**src/rtl/glow_window_sum_blend_top_defines.svh**
```systemverilog
// Assertion macros shared by the glow window sum blend RTL.
`ifndef GLOW_WINDOW_SUM_BLEND_TOP_DEFINES_SVH
`define GLOW_WINDOW_SUM_BLEND_TOP_DEFINES_SVH

`ifndef SYNTH
// property must hold at every clock edge outside reset
`define GWS_ASSERT(lbl, prop, msg) \
    lbl: assert property (@(posedge clk) disable iff (!rst_n) prop) else $error(msg);
// expression must never be true outside reset
`define GWS_ASSERT_NEVER(lbl, expr, msg) \
    `GWS_ASSERT(lbl, !(expr), msg)
`else
`define GWS_ASSERT(lbl, prop, msg)
`define GWS_ASSERT_NEVER(lbl, expr, msg)
`endif

`endif

```
**src/rtl/gws_ram.sv**
```systemverilog
// Generic single-write, single-read RAM with registered read data.
module gws_ram #(
    parameter int WIDTH = 8,
    parameter int DEPTH = 16
) (
    input  logic                     clk,
    input  logic                     we,
    input  logic [$clog2(DEPTH)-1:0] waddr,
    input  logic [WIDTH-1:0]         wdata,
    input  logic [$clog2(DEPTH)-1:0] raddr,
    output logic [WIDTH-1:0]         rdata
);

    logic [WIDTH-1:0] mem [DEPTH];

    // read returns old data on a same-address write
    always_ff @(posedge clk)
    begin
        if (we)
        begin
            mem[waddr] <= wdata;
        end
        rdata <= mem[raddr];
    end

endmodule

```
**config.mk**
```make
export PLATFORM = sky130hd
export DESIGN_NAME = gws_ram
export DESIGN_NICKNAME = d
export VERILOG_FILES = /design/src/rtl/glow_window_sum_blend_top_defines.svh /design/src/rtl/gws_ram.sv
export SDC_FILE = /design/constraint.sdc
export NUM_CORES = 1
export LEC_CHECK = 0
export BUFFER_PORTS_ARGS = -buffer_cell sky130_fd_sc_hd__buf_2
export CAP_MARGIN = 20
export CORE_MARGIN = 2
export CORE_UTILIZATION = 60
export CTS_CLUSTER_SIZE = 10
export DETAILED_ROUTE_END_ITERATION = 12
export PLACE_DENSITY = 0.86
export SYNTH_ARGS = -nofsm -noshare
export SYNTH_HDL_FRONTEND = slang
export SYNTH_SLANG_ARGS = --single-unit
```
**constraint.sdc**
```tcl
create_clock -name clk -period 2.3 [get_ports clk]
set_input_delay 0.345 -clock clk [delete_from_list [all_inputs] [get_ports clk]]
set_output_delay 0.345 -clock clk [all_outputs]
set_load 0.005 [all_outputs]
```
==> summary.txt <==
Worst Path Max Fanout - 12
Drt total wl - 9780 um
Multi-input gate area - 0.00106 mm2
Tcrit/Tclk final - 64.8%
RSZ-0062 raised after global routing - no
Post-CTS setup buffers - 0
Clk slew on worst S/H paths - 0.06 ns
Syn avg cell area - 22.5 um2
Max Clock Freq - 671 MHz
Setup_tns - 0 ns
Most frequent cells in the layout - edfxtp_1 (128), buf_2 (25), mux4_2 (18)
Vias per inst - 6.18
Crit end category - flip-flop
Layout cells sized above 1 - 31.9%
Vias in the first global route - 2623
Sw Share - 20.1%
IO Count - 26
Sequential share of the synthesized area - 77.8%
Max rail drop VDD - 0.609 mV
HP Class - input port to flip-flop
First-pass GRT wire length - 15200 um
Mapped Cells - 229
# DRC - 0
Max Cap Viol - 0
# rows - 33
CP Launch Type - input port
Sw power - 1.13 mW
Total nets after synthesis - 247
Pwr Density - 925 mW/mm2
# fillers - 454
Input/output buffers - 25
Die Width - 96.6 um
Tot GR Track Use - 22.7%
Die height - 96.6 um
CP Data Required Time - 2.69 ns
Combinational cell fraction of total power - 4.6%
Slew at the pin with the worst max-slew slack - 0.727 ns
CTS sink cnt - 136
Area Growth Syn to Fin - 17.7%
Worst Skew - 0.00763 ns
RD Place Congestion - 0.757
Initial antenna violation count - 0
Internal - 4.47 mW
CTS resizes - 0
Via count - 2470
P_leak - 2.08 nW
Seq cells post-synth - 136
Final #Nets - 300
Inserted Clock Buffers - 17
Total power - 5.60 mW
Die ar. - 0.00934 mm2
Clk buf depth - 2
Final setup fails - 0
DP HPWL - 6160 um
Ys Warns - 0
CTS Hold Bufs - 0
Post-DRT Antenna Nets - 0
Fin. Hold Viols - 0
Sequential power share - 49.7%
WP data arrival - 1.88 ns
Outcome - finished clean
Root buffer cell - clkbuf_8
Synth cell types - 19
Register area - 0.00400 mm2
Critical setup path kind - input port to flip-flop
H-tree depth - 4
Largest net degree at the start of global routing - 24
Pre-antenna DRT Iters - 4
Clock network power share - 45.7%
Avg WL per Cell - 24.4 um
Worst slew margin - 51.4%
Core ar. - 0.00826 mm2
Clk_lat worst skew - 0.51 ns
Initial Util - 62.3%
DRT iter0 DRCs - 262
Synthesized cell area - 0.00515 mm2
Commonest non-fill, non-tap cell in the layout - edfxtp_1
Tmin final - 1.49 ns
Grt total ovfl - 0
Inserted Diodes - 0
CTS tree - yes
Slew Limit Fails - 0
-- synthesized netlist by cell type --
cell type	instances	area (um2)
nand3b_1	2	15.0
edfxtp_1	128	3840
buf_4	1	7.51
nand2b_1	2	12.5
mux4_2	18	405
clkdlybuf4s25_2	3	30.0
a22oi_1	16	120
nor2_1	13	48.8
nor3_1	4	20.0
mux4_1	14	368
buf_6	3	33.8
and2b_1	1	7.51
nand2_1	9	33.8
and2_1	1	6.26
nor2b_1	1	6.26
or3b_2	1	8.76
buf_2	3	15.0
dfxtp_1	8	160
nand3_1	1	5.00
-- worst max-delay path, stage by stage --
cell and delay (ns):
buf_2 0.37, buf_4 0.27, mux4_2 0.51, a22oi_1 0.27, nand2_1 0.11
-- layer usage --
metal	GRT usage [%]	vias up	routed length, um
li1	-	1077	-
met1	31.1	1267	3800
met2	35.3	116	5080
met3	7.51	10	788
met4	7.58	0	117
met5	0	-	0
-- cell type report --
| type | instances | share of cell area (%) |
|---|---|---|
| Timing Repair Buffer | 44 | 4.83 |
| Sequential cell | 136 | 66.1 |
| Multi-Input combinational cell | 83 | 17.5 |
| Clock inverter | 12 | 2.11 |
| Tap cell | 105 | 2.17 |
| Clock buffer | 20 | 7.35 |
-- logic make-up (layout without fill, tap and decap cells) --
family | count (synthesis) | in the layout | share of synthesized area [%]
DFF | 136 | 136 | 77.8
and+or+nand+nor | 35 | 35 | 3.18
muxes | 32 | 32 | 15.0
AOI/OAI and AO/OA | 16 | 16 | 2.33
buffers and inverters | 10 | 76 | 1.68
-- final timing paths --
kind	to	depth (start not counted)	startpoint	slack (ns)
max	rdata[7]	5	raddr[0]	0.81
min	mem[0][1]	1	wdata[1]	0.21
max reg2reg	rdata[3]	3	mem[1][3]	0.85
min reg2reg	rdata[3]	3	mem[11][3]	0.69
-- power by group through the flow --
stage	Sequential, mW	Clock, mW	Combinational, mW
final	2.79	2.56	0.256
after global routing	2.79	2.69	0.277
after CTS	2.79	2.59	0.258
after detailed placement	2.84	0	0.255
after global placement	2.83	0	0.242
after floorplan	2.84	0	0.141
-- registers in the layout (all words and copies together) (netlist names) --
register / flops
rdata: 8
mem: 128
-- per-stage QoR --
| stage | utilization [%] | cell area, um2 | hold slack, ns | setup slack [ns] | cells |
|---|---|---|---|---|---|
| after floorplan | - | 5150 | 0.444 | 0.462 | 229 |
| after global placement | 66.4 | 5490 | 0.651 | 0.296 | 368 |
| after detailed placement | 66.4 | 5490 | 0.678 | 0.287 | 368 |
| after CTS | 73.4 | 6060 | 0.195 | 0.830 | 400 |
| after global routing | 73.4 | 6060 | 0.210 | 0.772 | 400 |
| final | 73.4 | 6060 | 0.208 | 0.810 | 400 |
(Power assumes the default switching activity.)
